[config.mk]
export PLATFORM = sky130hd
export DESIGN_NAME = rec_parser
export DESIGN_NICKNAME = d
export VERILOG_FILES = /design/src/hdl/rec_pkg.sv /design/src/hdl/rec_parser.sv
export SDC_FILE = /design/constraint.sdc
export NUM_CORES = 1
export LEC_CHECK = 0
export ABC_AREA = 0
export BUFFER_PORTS_ARGS = -buffer_cell sky130_fd_sc_hd__buf_2
export CAP_MARGIN = 20
export CORE_ASPECT_RATIO = 2
export CORE_MARGIN = 4
export CORE_UTILIZATION = 25
export DETAILED_ROUTE_END_ITERATION = 12
export PLACE_DENSITY_LB_ADDON = 0.12
export SLEW_MARGIN = 20
export SYNTH_ARGS = -nofsm -noshare
export SYNTH_HDL_FRONTEND = slang
export SYNTH_SLANG_ARGS = --single-unit
[constraint.sdc]
create_clock -name clk -period 6.05 [get_ports clk]
set_input_delay 0.605 -clock clk [delete_from_list [all_inputs] [get_ports clk]]
set_output_delay 0.605 -clock clk [all_outputs]
set_load 0.02 [all_outputs]
[src/hdl/rec_pkg.sv]
// rec_pkg: types, constants and the byte-wise crc-32 step for the record envelope checker
// no dependencies; imported by the interfaces and every module of the block
package rec_pkg;

  localparam int unsigned HDR_BASE  = 37;
  localparam int unsigned UTC_SIZE  = 8;
  localparam int unsigned CRC_SIZE  = 4;
  localparam int unsigned MIN_TOTAL = HDR_BASE + CRC_SIZE;

  localparam logic [31:0] MAGIC_WORD    = 32'h4450_5246;
  localparam logic [31:0] CRC_POLY      = 32'hEDB8_8320;
  localparam logic [31:0] CRC_INIT      = 32'hFFFF_FFFF;
  localparam logic [15:0] EXP_VER_RESET = 16'd1;

  // byte offsets of the fixed header fields (offset of each field's last byte)
  localparam int unsigned POS_MAGIC_END  = 3;
  localparam int unsigned POS_VER_END    = 5;
  localparam int unsigned POS_TYPE_END   = 7;
  localparam int unsigned POS_SCHEMA_END = 11;
  localparam int unsigned POS_EPOCH_END  = 19;
  localparam int unsigned POS_VALUE_END  = 27;
  localparam int unsigned POS_LEN_END    = 31;
  localparam int unsigned POS_ORIGIN_END = 33;
  localparam int unsigned POS_OP_END     = 35;
  localparam int unsigned POS_UTC_TAG    = 36;
  localparam int unsigned POS_UTC_END    = HDR_BASE + UTC_SIZE - 1;

  typedef enum logic [3:0] {
    ST_OK      = 4'd0,
    ST_LENGTH  = 4'd1,
    ST_MAGIC   = 4'd2,
    ST_VERSION = 4'd3,
    ST_TYPE    = 4'd4,
    ST_SCHEMA  = 4'd5,
    ST_EPOCH   = 4'd6,
    ST_VALUE   = 4'd7,
    ST_UTC_TAG = 4'd8,
    ST_CRC     = 4'd9
  } rec_status_t;

  typedef enum logic {
    KIND_PAYLOAD = 1'b0,
    KIND_SUMMARY = 1'b1
  } rec_kind_t;

  typedef struct packed {
    logic               kind;
    logic [7:0]         payload_byte;
    logic [3:0]         status;
    logic [15:0]        record_type;
    logic [31:0]        schema_version;
    logic [63:0]        storage_epoch;
    logic [63:0]        version_value;
    logic [15:0]        change_origin;
    logic [15:0]        change_operation;
    logic               utc_present;
    logic signed [63:0] utc_seconds;
    logic [31:0]        payload_length;
  } rec_result_t;

  // reflected crc-32, one byte per call
  function automatic logic [31:0] crc_byte(input logic [31:0] crc, input logic [7:0] b);
    logic [31:0] c;
    c = crc ^ {24'd0, b};
    for (int i = 0; i < 8; i++) begin
      c = c[0] ? ((c >> 1) ^ CRC_POLY) : (c >> 1);
    end
    return c;
  endfunction

endpackage

[src/hdl/rec_parser.sv]
// rec_parser: per-byte header capture, checks, crc and summary build for one record
// depends on rec_pkg; feeds up to two results per item to rec_out_fifo
module rec_parser import rec_pkg::*; #(
  parameter int COUNT_WIDTH = 34
) (
  input  logic              clk,
  input  logic              rst_n,
  input  logic              cfg_we,
  input  logic [15:0]       cfg_data,
  input  logic              accept,
  input  logic [7:0]        data_byte,
  input  logic              last_byte,
  output logic [1:0]        push_cnt,
  output rec_result_t       res0,
  output rec_result_t       res1
);

  localparam int TW = COUNT_WIDTH + 1;

  logic [15:0]            exp_ver_r;
  logic [COUNT_WIDTH-1:0] pos_r,    pos_nxt;
  logic [63:0]            shift_r,  shift_nxt;
  logic [31:0]            crc_r,    crc_nxt;
  logic [3:0]             err_r,    err_nxt;
  logic [15:0]            type_r,   type_nxt;
  logic [31:0]            schema_r, schema_nxt;
  logic [63:0]            epoch_r,  epoch_nxt;
  logic [63:0]            value_r,  value_nxt;
  logic [31:0]            len_r,    len_nxt;
  logic [15:0]            origin_r, origin_nxt;
  logic [15:0]            op_r,     op_nxt;
  logic                   utc_f_r,  utc_f_nxt;
  logic [63:0]            utc_v_r,  utc_v_nxt;
  logic [31:0]            crch_r,   crch_nxt;

  logic [COUNT_WIDTH-1:0] hdr;
  logic                   in_crc_field;
  logic                   emit;
  logic [TW-1:0]          total;
  logic [TW-1:0]          want;
  logic [3:0]             status;
  rec_result_t            pay;
  rec_result_t            summ;

  always_comb begin
    pos_nxt    = pos_r;
    shift_nxt  = shift_r;
    crc_nxt    = crc_r;
    err_nxt    = err_r;
    type_nxt   = type_r;
    schema_nxt = schema_r;
    epoch_nxt  = epoch_r;
    value_nxt  = value_r;
    len_nxt    = len_r;
    origin_nxt = origin_r;
    op_nxt     = op_r;
    utc_f_nxt  = utc_f_r;
    utc_v_nxt  = utc_v_r;
    crch_nxt   = crch_r;

    hdr = utc_f_r ? COUNT_WIDTH'(HDR_BASE + UTC_SIZE) : COUNT_WIDTH'(HDR_BASE);
    in_crc_field = (pos_r >= hdr) && (pos_r < hdr + COUNT_WIDTH'(CRC_SIZE));
    emit = accept && !in_crc_field && (pos_r >= hdr + COUNT_WIDTH'(CRC_SIZE));

    if (accept) begin
      shift_nxt = {shift_r[55:0], data_byte};

      if (pos_r == COUNT_WIDTH'(POS_MAGIC_END)) begin
        if (shift_nxt[31:0] != MAGIC_WORD && err_r == ST_OK) err_nxt = ST_MAGIC;
      end else if (pos_r == COUNT_WIDTH'(POS_VER_END)) begin
        if (shift_nxt[15:0] != exp_ver_r && err_r == ST_OK) err_nxt = ST_VERSION;
      end else if (pos_r == COUNT_WIDTH'(POS_TYPE_END)) begin
        type_nxt = shift_nxt[15:0];
        if (shift_nxt[15:0] == 16'd0 && err_r == ST_OK) err_nxt = ST_TYPE;
      end else if (pos_r == COUNT_WIDTH'(POS_SCHEMA_END)) begin
        schema_nxt = shift_nxt[31:0];
        if (shift_nxt[31:0] == 32'd0 && err_r == ST_OK) err_nxt = ST_SCHEMA;
      end else if (pos_r == COUNT_WIDTH'(POS_EPOCH_END)) begin
        epoch_nxt = shift_nxt;
        if (shift_nxt == 64'd0 && err_r == ST_OK) err_nxt = ST_EPOCH;
      end else if (pos_r == COUNT_WIDTH'(POS_VALUE_END)) begin
        value_nxt = shift_nxt;
        if (shift_nxt == 64'd0 && err_r == ST_OK) err_nxt = ST_VALUE;
      end else if (pos_r == COUNT_WIDTH'(POS_LEN_END)) begin
        len_nxt = shift_nxt[31:0];
      end else if (pos_r == COUNT_WIDTH'(POS_ORIGIN_END)) begin
        origin_nxt = shift_nxt[15:0];
      end else if (pos_r == COUNT_WIDTH'(POS_OP_END)) begin
        op_nxt = shift_nxt[15:0];
      end else if (pos_r == COUNT_WIDTH'(POS_UTC_TAG)) begin
        if (data_byte == 8'd1) begin
          utc_f_nxt = 1'b1;
        end else if (data_byte != 8'd0 && err_r == ST_OK) begin
          err_nxt = ST_UTC_TAG;
        end
      end else if (pos_r == COUNT_WIDTH'(POS_UTC_END) && utc_f_r) begin
        utc_v_nxt = shift_nxt;
      end

      // stored crc is captured, everything else runs through the crc
      if (in_crc_field) begin
        if (pos_r == hdr + COUNT_WIDTH'(CRC_SIZE - 1)) crch_nxt = shift_nxt[31:0];
      end else begin
        crc_nxt = crc_byte(crc_r, data_byte);
      end

      if (pos_r != {COUNT_WIDTH{1'b1}}) pos_nxt = pos_r + 1'b1;
    end

    total = {1'b0, pos_r} + 1'b1;
    want  = TW'(hdr) + TW'(CRC_SIZE) + TW'(len_nxt);
    if (total < TW'(MIN_TOTAL)) begin
      status = ST_LENGTH;
    end else if (err_nxt != ST_OK) begin
      status = err_nxt;
    end else if (total != want) begin
      status = ST_LENGTH;
    end else if ((crc_nxt ^ CRC_INIT) != crch_nxt) begin
      status = ST_CRC;
    end else begin
      status = ST_OK;
    end

    pay              = '0;
    pay.kind         = KIND_PAYLOAD;
    pay.payload_byte = data_byte;

    summ                  = '0;
    summ.kind             = KIND_SUMMARY;
    summ.status           = status;
    summ.record_type      = type_nxt;
    summ.schema_version   = schema_nxt;
    summ.storage_epoch    = epoch_nxt;
    summ.version_value    = value_nxt;
    summ.change_origin    = origin_nxt;
    summ.change_operation = op_nxt;
    summ.utc_present      = utc_f_nxt;
    summ.utc_seconds      = utc_f_nxt ? utc_v_nxt : 64'd0;
    summ.payload_length   = len_nxt;

    res0     = emit ? pay : summ;
    res1     = summ;
    push_cnt = {1'b0, emit} + {1'b0, accept && last_byte};

    // end of record: back to a clean slate
    if (accept && last_byte) begin
      pos_nxt    = '0;
      shift_nxt  = '0;
      crc_nxt    = CRC_INIT;
      err_nxt    = ST_OK;
      type_nxt   = '0;
      schema_nxt = '0;
      epoch_nxt  = '0;
      value_nxt  = '0;
      len_nxt    = '0;
      origin_nxt = '0;
      op_nxt     = '0;
      utc_f_nxt  = 1'b0;
      utc_v_nxt  = '0;
      crch_nxt   = '0;
    end
  end

  always_ff @(posedge clk) begin
    if (!rst_n) begin
      exp_ver_r <= EXP_VER_RESET;
      pos_r     <= '0;
      shift_r   <= '0;
      crc_r     <= CRC_INIT;
      err_r     <= ST_OK;
      type_r    <= '0;
      schema_r  <= '0;
      epoch_r   <= '0;
      value_r   <= '0;
      len_r     <= '0;
      origin_r  <= '0;
      op_r      <= '0;
      utc_f_r   <= 1'b0;
      utc_v_r   <= '0;
      crch_r    <= '0;
    end else begin
      if (cfg_we) exp_ver_r <= cfg_data;
      pos_r    <= pos_nxt;
      shift_r  <= shift_nxt;
      crc_r    <= crc_nxt;
      err_r    <= err_nxt;
      type_r   <= type_nxt;
      schema_r <= schema_nxt;
      epoch_r  <= epoch_nxt;
      value_r  <= value_nxt;
      len_r    <= len_nxt;
      origin_r <= origin_nxt;
      op_r     <= op_nxt;
      utc_f_r  <= utc_f_nxt;
      utc_v_r  <= utc_v_nxt;
      crch_r   <= crch_nxt;
    end
  end

endmodule

After elaboration in Yosys (flattened, before gate mapping) --
Cells that the tools add are included.
Storage, ports and cells: flip-flop bits (word level) 479, input port bits 29, logic and storage cells 187, output and inout bits 638
Operators by class: eq/ne operators 18, muxes and demuxes 112, magnitude comparators 4, bitwise gates (word level) 11, reduce and logical (&&, ||, !) cells 20, add/sub/neg operators 7
Operator list (number):
- 64-bit two-way mux | 26
- 32-bit two-way mux | 26
- 16-bit two-way mux | 23
- 318-bit two-way mux | 1
- 34-bit by 6-bit equality test with 1-bit output, second input constant | 4
- 13-bit NOT with 14-bit output | 8
- 34-bit by 5-bit equality test with 1-bit output, second input constant | 3
- 4-bit two-way mux | 24
- 34-bit by 3-bit equality test with 1-bit output, second input constant | 2
- 64-bit zero test | 1
- 34-bit by 1-bit adder with 35-bit output, second input constant | 1
- 35-bit by 6-bit less-than comparator with 1-bit output, second input constant | 1
- 35-bit by 33-bit inequality test with 1-bit output | 1
- 34-bit by 1-bit adder with 34-bit output, second input constant | 1
- 34-bit by 2-bit equality test with 1-bit output, second input constant | 1
- 34-bit by 4-bit equality test with 1-bit output, second input constant | 1
- 34-bit by 7-bit equality test with 1-bit output | 1
- 34-bit by 6-bit >= comparator with 1-bit output | 1
- 34-bit by 7-bit >= comparator with 1-bit output | 1
- 34-bit less-than comparator | 1
- 34-bit inequality test, second input constant | 1
- 7-bit by 32-bit adder with 33-bit output | 1
- 32-bit zero test | 1
- 32-bit by 31-bit inequality test with 1-bit output, second input constant | 1
- other kinds (18) | 40

Logic depth before layout (Yosys ltp) --
Gate-level depths: netlist (run 1).
depth in word-level cells 26, gate-level depth with buffers 23, gate-level depth less buffers 19

Worst setup path after synthesis (run 1) --
OpenSTA, ideal clock, no wires.
path kind reg-to-output, start register pos_r[1], end output port res0[308] (netlist name), required time 5.445 ns, data arrival time 5.562 ns, cell stages (with the launch flop) 24, path slack -0.117 ns, path through dfxtp_1 -> ha_1 -> clkbuf_1 -> and3_1 -> and3_1 -> nand3_4 -> buf_2 -> buf_1 -> buf_1 -> mux2i_1 -> inv_1 -> ha_1 -> ha_1 -> and3b_1 -> o21ai_0 -> a211oi_1 -> or4_1 -> a22oi_1 -> nand4b_1 -> nor4_1 -> nand4bb_1 -> nor4b_1 -> nand4_1 -> a21oi_1
RTL lines:
- start, declared | RTL line rec_parser.sv:21 | logic [COUNT_WIDTH-1:0] pos_r, pos_nxt;
- start signal, assigned | RTL line rec_parser.sv:183 | pos_r <= pos_nxt;
- end, declared | RTL line rec_parser.sv:14 | output rec_result_t res0,

==> flow_summary.toml, run 1 <==
[grt]
grt_pass1_wl_um = 174800
grt_pass1_vias = 24130
grt.total_usage = 0.2289
antenna_found_initial = 8
grt_max_degree = 111
grt_overflow = 0

[die]
dieHeight_um = 453.2
die_x_um = 230.6
fp.dieArea_sq_um = 104500
fp-row-count = 163
io_pins = 667
start_util = 0.2515
core_sq_um = 98510

[hold_path]
hold_path_class = "in2reg"

[placed_design]
port_buffers = 657
hpwlAfterDp_um = 96670
placed_cell_area_sq_um = 30120
place_congestion = 0.9258

[power_and_ir_drop]
clockPowerShare = 0.438
design_power_total_w = 0.007461
combPwrFrac = 0.128
p_leak_nw = 17.98
seq_power_share = 0.435
switchingPower_w = 0.002026
ir_drop_mv = 0.1628
switching_share = 0.2716
p_int_w = 0.005435
power.density_nw_per_um2 = 232.3

[sta]
min_period_ns = 6.095
rsz0062_at_grt = "true"
maxSlewHeadroom = 0.2734
report.final.slew_viol_count = 0
setup_tns_ns = -0.07828
final.setup.worst_slack_ns = -0.04527
worst_pin_slew_ns = 1.088
hold_viol_final = 0
skew_ns = 0.04824
post-route-period-util = 1.007
finalSetupViolations = 2
fmax_ghz = 0.1641

[cells_and_area]
layout-drive-gt1-share = 0.2604
area_growth_pct = 29.61
mostFrequentLayoutCells = "nor2_1, buf_2, dfxtp_1"
design_area_sq_um = 32110
final_common_cell = "nor2_1"
fin_nets = 3794

[synth]
netlist_area_sq_um = 24780
synth-edff-count = 0
ys_warn_count = 0
yosys.area.top_type = "dfxtp_1"
synth-async-reset-ratio = 0
ys_seq_area_frac = 0.3870
postSynthAreaPerCell_sq_um = 7.972
synth_area_leaders = "dfxtp_1, mux2i_1, nor2_1"
synth_flop_cell = "dfxtp_1"
synthCells = 3108
synth_top_area_frac = 0.3870
ys_seq_elements = 479
synth_cell_types = 81

[worst_setup_path]
cp_slowest_cell = "or4_4"
crit_fanout = 6
startpoint_type = "flop"
path_buf_inv = 3
slowest_delay_ns = 0.58
crit_arrival_ns = 5.49
cp_cell_sequence = "or4_4 -> nor4_4 -> nand3_4 -> mux2i_2 -> ha_2 -> inv_2 -> ha_4 -> and3b_1 -> o21ai_2 -> buf_4 -> o211a_1 -> or4_1 -> a22oi_1 -> nand4b_1 -> nor4_2 -> nand4bb_1 -> nor4b_2 -> nand4_1 -> a21oi_1 -> buf_4"
cp-end-kind = "primary output"
crit_family = "simple AND/OR/NAND/NOR gates"
crit_type = "reg2out"
cpMostUsedCell = "buf_4"
required_ns = 5.44

[status]
violations = "setup timing"
outcome = "finished with violations"

[route]
routed_wl_um = 124800
remaining_drc_errors = 0
drtIter0Drc = 1428
drtPass1Iterations = 7
vias_per_cell = 4.658
wl_per_cell_um = 24.42
drtAntennaViolNets = 0
vias = 23809

[clock_network]
numCtsBuffers = 48
h-tree-depth = 2
clockBufferDepth = 3
cts_tree = "yes"
clk_pin_slew_ns = 0.07
hold_buffers = 0
numClockSinks = 479
clock-root-buffer = "clkbuf_16"
clock_latency_ns = 0.63

[flow_run]
cap_violations = 0
==> per-stage QoR <==
step                        util  setup WS (ns)  hold WS [ns]  std cells
final                     0.3260       -0.04527        0.2003       5111
after CTS                 0.3253       -0.05656        0.1514       5107
after global placement    0.3058         0.3612        0.4887       5002
after global routing      0.3260        -0.2034        0.2193       5111
after floorplan                -        0.01205        0.4622       3115
after detailed placement  0.3058         0.3512        0.4922       5002
==> synthesized netlist by cell type (all sizes together), types with 8 or more instances <==
library cell and count:
nor2 845, dfxtp 479, mux2i 407, inv 256, clkbuf 208, xnor2 112, nand3 111, nand2 81
xor2 67, a21oi 66, o21ai 54, nor4 48, nand4 43, buf 39, and3 38, nor3 33
a31oi 22, nor2b 19, and2 18, ha 14, nor4b 14, or4 13, and4 12, or3 11
o211ai 10, o31ai 10, or2 8
==> cells by family after synthesis <==
logic type	count (synthesis)	share of synthesized area
other	2	0.0003031
muxes	411	0.1662
and+or+nand+nor	1314	0.2395
buffers and inverters	504	0.07984
xor gates and xnor gates	186	0.07029
AOI/OAI and AO/OA	198	0.04979
adders and majority gates	14	0.007070
DFF	479	0.3870
==> final timing paths <==
| kind | from | end | slack (ns) | depth (start not counted) |
|---|---|---|---|---|
| worst max register to register | pos_r[25] | utc_v_r[23] | 2.22 | 11 |
| worst max-delay path | pos_r[33] | res1[308] | -0.05 | 20 |
| worst min register to register | exp_ver_r[0] | exp_ver_r[0] | 0.51 | 2 |
| worst min-delay path | cfg_data[0] | exp_ver_r[0] | 0.20 | 3 |
==> layer usage <==
metal / part of all wire / track usage / routed length, um
met3: 0.042 / 0.02822 / 5284
met5: 0 / 0 / 0
met1: 0.36 / 0.2387 / 45190
met4: 0.060 / 0.1163 / 7428
met2: 0.54 / 0.4438 / 66930
==> timing repair <==
| item | 4_1_cts | 5_1_grt |
|---|---|---|
| pin swaps | 17 | 4 |
| resized for setup | 35 | 12 |
| endpoints found under the setup margin | 4 | 4 |
| setup buffers | 16 | 3 |
==> power groups by stage <==
stage | logic, W | registers [W] | clock network (W)
floorplan | 0.000606 | 0.00329 | 0
global placement | 0.000959 | 0.00332 | 0
detailed placement | 0.000955 | 0.00332 | 0
CTS | 0.000962 | 0.00324 | 0.00337
global route | 0.00102 | 0.00324 | 0.00347
finish | 0.000954 | 0.00324 | 0.00326
==> flip-flops by register name (all words and copies together) (netlist names), 32 cells and up <==
register,flops
epoch_r,64
value_r,64
schema_r,32
len_r,32
utc_v_r,64
pos_r,34
crch_r,32
crc_r,32
shift_r,56
==> worst register-to-register path: cells and delay by family (launching register included) <==
family / cells / cell delay (ns)
simple gates: 6 / 1.57
mux: 1 / 0.45
flops: 1 / 0.36
buf+inv: 4 / 1.33
==> layout make-up <==
cell class,instances,area (sq um)
Fill cell,10631,66390
Sequential cell,479,9603
Multi-Input combinational cell,2132,13460
Clock inverter,16,212.7
Inverter,257,964.7
Tap cell,1320,1652
Antenna cell,1,2.502
Timing Repair Buffer,833,4748
Clock buffer,73,1466
No activity file was read; power rests on OpenSTA's default activity.
==> run 2, diff against run 1 <==
--- a/config.mk
+++ b/config.mk
@@ -9,8 +9,9 @@
 export BUFFER_PORTS_ARGS = -buffer_cell sky130_fd_sc_hd__buf_2
 export CAP_MARGIN = 20
 export CORE_ASPECT_RATIO = 2
-export CORE_MARGIN = 4
+export CORE_MARGIN = 2
 export CORE_UTILIZATION = 25
+export CTS_BUF_LIST = sky130_fd_sc_hd__clkbuf_16
 export DETAILED_ROUTE_END_ITERATION = 12
 export PLACE_DENSITY_LB_ADDON = 0.12
 export SLEW_MARGIN = 20
==> run 2 against run 1 <==
  * Cell count unchanged
  * Global-route usage up 0.53 points
  * Critical path depth did not move
  * The flow still finishes with violations (setup timing)
  * Hold slack better by 0.025 ns
  * Largest cell class unchanged
  * Register-to-register slack worse by 0.09 ns
  * Worst setup slack better by 0.0027 ns
  * Clock skew down 0.020 ns
  * Highest routed layer is now met5
==> flow_summary.toml, run 2 (same netlist as run 1, synthesis figures left out) <==
[grt]
grt_pass1_vias = 23666
grt_overflow = 0
grt.total_usage = 0.2342
grt_pass1_wl_um = 171600
antenna_found_initial = 13
grt_max_degree = 121

[worst_setup_path]
worst_setup_path_startpoint = "pos_r[9]"
crit_arrival_ns = 5.49
r2r_start = "pos_r[9]"
required_ns = 5.44
crit_fanout = 15
ff2ff_setup_slack_ns = 2.13
r2r_end = "epoch_r[27]"
startpoint_type = "flop"
cp-end-kind = "primary output"
crit_type = "reg2out"
rr_worst_depth = 9
endpoint = "res0[308]"

[power_and_ir_drop]
p_leak_nw = 17.96
design_power_total_w = 0.007227
power.density_nw_per_um2 = 225.8
ir_drop_mv = 0.1931

[cells_and_area]
finalCoreUtilization = 0.3249
fin_nets = 3797
final_common_cell = "nor2_1"
mostFrequentLayoutCells = "nor2_1, buf_2, dfxtp_1"
design_area_sq_um = 32010
area_growth_pct = 29.18
top_regs = "epoch_r (64), utc_v_r (64), value_r (64)"
layout-drive-gt1-share = 0.2570

[die]
fp-row-count = 163
start_util = 0.2515
core_sq_um = 98510
fp.dieArea_sq_um = 101800
io_pins = 667
dieHeight_um = 449.2
die_x_um = 226.6

[route]
drtAntennaViolNets = 0
wl_per_cell_um = 23.85
remaining_drc_errors = 0
drtPass1Iterations = 6
vias = 23793
vias_per_cell = 4.655
routed_wl_um = 121900
drtIter0Drc = 1391

[sta]
worst_pin_slew_ns = 0.9875
skew_ns = 0.02800
hold_viol_final = 0
post-route-period-util = 1.007
finalSetupViolations = 2
fmax_ghz = 0.1641
rsz0062_at_grt = "true"
maxSlewHeadroom = 0.3417
min_period_ns = 6.093
setup_tns_ns = -0.07321
final.setup.worst_slack_ns = -0.04257
report.final.slew_viol_count = 0

[clock_network]
numClockSinks = 479
cts_tree = "yes"
h-tree-depth = 2
clk_pin_slew_ns = 0.06
clock_latency_ns = 0.63
clockBufferDepth = 3
clock-root-buffer = "clkbuf_16"
numCtsBuffers = 48

[hold_path]
whs_path_depth = 3
hold_path_class = "in2reg"

[placed_design]
hpwlAfterDp_um = 93740
placed_cell_area_sq_um = 30180
place_congestion = 0.9693
pre_cts_slack_ns = 0.3356
port_buffers = 657

[status]
outcome = "finished with violations"
violations = "setup timing"

[flow_run]
cap_violations = 0
-- run 2: worst min-delay path by stage --
stage | from | to | slack, ns
floorplan | exp_ver_r[0] | exp_ver_r[0] | 0.46
global placement | shift_r[16] | shift_r[16] | 0.48
detailed placement | shift_r[16] | shift_r[16] | 0.49
CTS | cfg_data[0] | exp_ver_r[0] | 0.19
global route | cfg_data[0] | exp_ver_r[0] | 0.22
finish | cfg_data[0] | exp_ver_r[0] | 0.23
-- run 2: per-layer routing --
layer / global-route usage / wire (um)
met2: 0.4429 / 63690
met4: 0.1020 / 6099
met5: 0 / 30
met1: 0.2558 / 46620
met3: 0.02988 / 5459
-- run 2: final cells by class --
cell class	instances	area, sq um
tap	1320	1652
clock inverter	37	321.6
timing repair buffer	836	4772
sequential	479	9595
antenna	1	2.502
clock buffer	49	1226
inverter	257	964.7
fill	10699	66500
multi-input combinational	2132	13470
-- run 2: report_power, final --
group / internal (W) / total, W / switching [W]
logic: 0.000372 / 0.000940 / 0.000568
registers: 0.00320 / 0.00324 / 0.0000431
clock network: 0.00165 / 0.00305 / 0.00140
-- run 2: repair_timing --
item                                    4_1_cts  5_1_grt
pin swaps                                     5       21
hold buffers                                  0        0
resized for setup                             9       28
endpoints found under the setup margin        4        4
setup buffers                                 3       13
-- run 2: through the flow --
step	hold slack [ns]	std cells
floorplan	0.4622	3115
global placement	0.4815	5008
detailed placement	0.4854	5008
CTS	0.1889	5097
global route	0.2214	5111
finish	0.2254	5111
-- run 2: worst max-delay path, stage by stage, from the launching register on --
cell	delay, ns
dfxtp_4	0.35
or4_4	0.56
buf_4	0.16
or4_4	0.44
buf_6	0.19
o31ai_2	0.27
nand2_1	0.14
inv_1	0.13
ha_1	0.17
o21ai_2	0.08
o211a_1	0.14
or4_1	0.46
a22oi_1	0.18
nand4b_1	0.10
buf_4	0.16
nor4_4	0.34
nand4bb_4	0.18
nor4b_4	0.30
nand4_1	0.17
a21oi_1	0.18
buf_4	0.16
==> run 3, diff against run 2 <==
--- a/config.mk
+++ b/config.mk
@@ -5,7 +5,7 @@
 export SDC_FILE = /design/constraint.sdc
 export NUM_CORES = 1
 export LEC_CHECK = 0
-export ABC_AREA = 0
+export ABC_AREA = 1
 export BUFFER_PORTS_ARGS = -buffer_cell sky130_fd_sc_hd__buf_2
 export CAP_MARGIN = 20
 export CORE_ASPECT_RATIO = 2
@@ -14,6 +14,7 @@
 export CTS_BUF_LIST = sky130_fd_sc_hd__clkbuf_16
 export DETAILED_ROUTE_END_ITERATION = 12
 export PLACE_DENSITY_LB_ADDON = 0.12
+export SKIP_LAST_GASP = 1
 export SLEW_MARGIN = 20
 export SYNTH_ARGS = -nofsm -noshare
 export SYNTH_HDL_FRONTEND = slang
==> run 3 against run 2 <==
  * The flow now finishes without violations
  * Fmax up 8.6%
  * Combinational power increased by 28%
  * Sequential power about the same
  * Critical path type unchanged
==> flow_summary.toml, run 3 <==
[sta]
post-route-period-util = 0.9272
setup_tns_ns = 0
report.final.slew_viol_count = 0
hold_viol_final = 0
min_period_ns = 5.609
skew_ns = 0.04369
finalSetupViolations = 0
fmax_ghz = 0.1783
worst_pin_slew_ns = 1.041
rsz0062_at_grt = "false"
maxSlewHeadroom = 0.3053

[cells_and_area]
top_regs = "epoch_r (64), utc_v_r (64), value_r (64)"
mostFrequentLayoutCells = "nand2_1, nor2_1, inv_1"
finalCoreUtilization = 0.3159
multi_input_area_sq_um = 12620
fin_nets = 4781
area_growth_pct = 25.82
fill_cells = 11735
layout-drive-gt1-share = 0.1874
ff_latch_area_sq_um = 9590
final_common_cell = "nand2_1"

[route]
vias_per_cell = 4.421
vias = 27108
drtAntennaViolNets = 0
drtIter0Drc = 1491
routed_wl_um = 128600
drtPass1Iterations = 7
wl_per_cell_um = 20.97
remaining_drc_errors = 0

[synth]
ys_warn_count = 0
ys_seq_elements = 479
synth_top_area_frac = 0.3700
synth_compound_area_frac = 0.08961
yosys.area.top_type = "dfxtp_1"
synthAdderAreaFrac = 0.006759
synthSimpleGateAreaFrac = 0.3139
synth-async-reset-ratio = 0
synthCells = 4147
ys_seq_area_frac = 0.3700
synthMuxAreaShare = 0.02472
synth_xor_area_frac = 0.04592
postSynthAreaPerCell_sq_um = 6.249
synth_cell_types = 44
synth_common_cells = "nand2_1, nor2_1, inv_1, dfxtp_1, o21ai_0"
synth_top_family_by_area = "simple AND/OR/NAND/NOR gates"
yosysMostFrequentCell = "nand2_1"
synth_area_leaders = "dfxtp_1, nand2_1, nor2_1"
netlist_area_sq_um = 25910
synth-edff-count = 0
synth_flop_cell = "dfxtp_1"

[placed_design]
port_buffers = 657
hpwlAfterDp_um = 100300
place_congestion = 0.9033

[power_and_ir_drop]
p_leak_nw = 19.18
ir_drop_mv = 0.2045
power.density_nw_per_um2 = 239.8

[grt]
grt.total_usage = 0.2352
antenna_found_initial = 13
grt_overflow = 0
grt_pass1_vias = 25855
grt_max_degree = 134
grt_pass1_wl_um = 180700

[worst_setup_path]
path_buf_inv = 6
crit_type = "reg2out"
cpMostUsedCell = "nand2_1"
cp_slowest_cell = "dfxtp_1"
crit_family = "simple AND/OR/NAND/NOR gates"
ff2ff_setup_slack_ns = 2.26
crit_arrival_ns = 5.00
cp-end-kind = "primary output"
crit_fanout = 21
startpoint_type = "flop"
slowest_delay_ns = 0.36
required_ns = 5.44

[clock_network]
hold_buffers = 0
clock_latency_ns = 0.65
h-tree-depth = 2
cts_tree = "yes"
clock-root-buffer = "clkbuf_16"
clk_pin_slew_ns = 0.07
numClockSinks = 479
clockBufferDepth = 3
numCtsBuffers = 50

[die]
io_pins = 667
die_x_um = 231.7
fp.dieArea_sq_um = 106400
dieHeight_um = 459.3
start_util = 0.2511
fp-row-count = 167
core_sq_um = 103200

[flow_run]
cap_violations = 0

[status]
outcome = "finished clean"

[hold_path]
hold_path_class = "in2reg"
run 3: changes by cell type after synthesis, moves of 44 or more:
| cell | change |
|---|---|
| mux2i_1 | -343 |
| nor2_1 | -44 |
| nand2_1 | +900 |
| xnor2_1 | -75 |
| o21ai_0 | +232 |
| clkbuf_1 | -56 |
| inv_1 | +503 |
run 3: timing repair:
| action | 4_1_cts | 5_1_grt |
|---|---|---|
| endpoints found under the setup margin | 0 | 4 |
| setup buffers | 0 | 1 |
| gates resized for setup | 0 | 16 |
run 3: where the power goes:
group          switching, W  internal, W
Clock               0.00147      0.00188
Sequential        0.0000529      0.00321
Combinational      0.000857     0.000345
run 3: metrics by stage:
step	power (W)	instance area, sq um	cells	setup WS [ns]	hold slack, ns
finish	0.007820	32610	6131	0.4406	0.1832
detailed placement	0.004545	30830	6036	0.7642	0.4680
global placement	0.004549	30830	6036	0.7995	0.4579
CTS	0.007920	32530	6127	0.01845	0.1495
global route	0.008132	32600	6130	0.04569	0.1721
floorplan	0.004099	25940	4154	1.258	0.4474
run 3: metal layers:
metal  GRT usage  part of all wire
met5           0           0.00059
met4      0.1116             0.054
met3     0.02939             0.041
met2      0.4544              0.53
met1      0.2472              0.37
run 3: worst reg2reg max path: cells and delay by family (launching register included):
kind            cells  cell delay, ns
simple gates       11            2.16
buf+inv             5            0.95
flops               1            0.36
compound gates      1            0.24
run 3: cell type report:
class,count,share of cell area
Multi-Input combinational cell,2684,0.3869
Clock buffer,51,0.03914
Antenna cell,2,0.0001535
Tap cell,1352,0.05188
Timing Repair Buffer,750,0.1255
Sequential cell,479,0.2941
Clock inverter,40,0.01297
Inverter,773,0.08929
run 3: logic make-up after synthesis:
| group | count (synthesis) |
|---|---|
| fa+ha+maj | 14 |
| flops | 479 |
| simple gates | 2021 |
| buf+inv | 992 |
| compound gates | 440 |
| other cells | 2 |
| mux | 64 |
| xor+xnor | 135 |
run 3: worst paths after layout:
| path | startpoint | end | depth (start not counted) |
|---|---|---|---|
| setup reg to reg | pos_r[17] | schema_r[9] | 17 |
| hold / removal | cfg_data[12] | exp_ver_r[12] | 3 |
| hold reg to reg | exp_ver_r[0] | exp_ver_r[0] | 2 |
| setup / recovery | pos_r[17] | res0[305] | 26 |
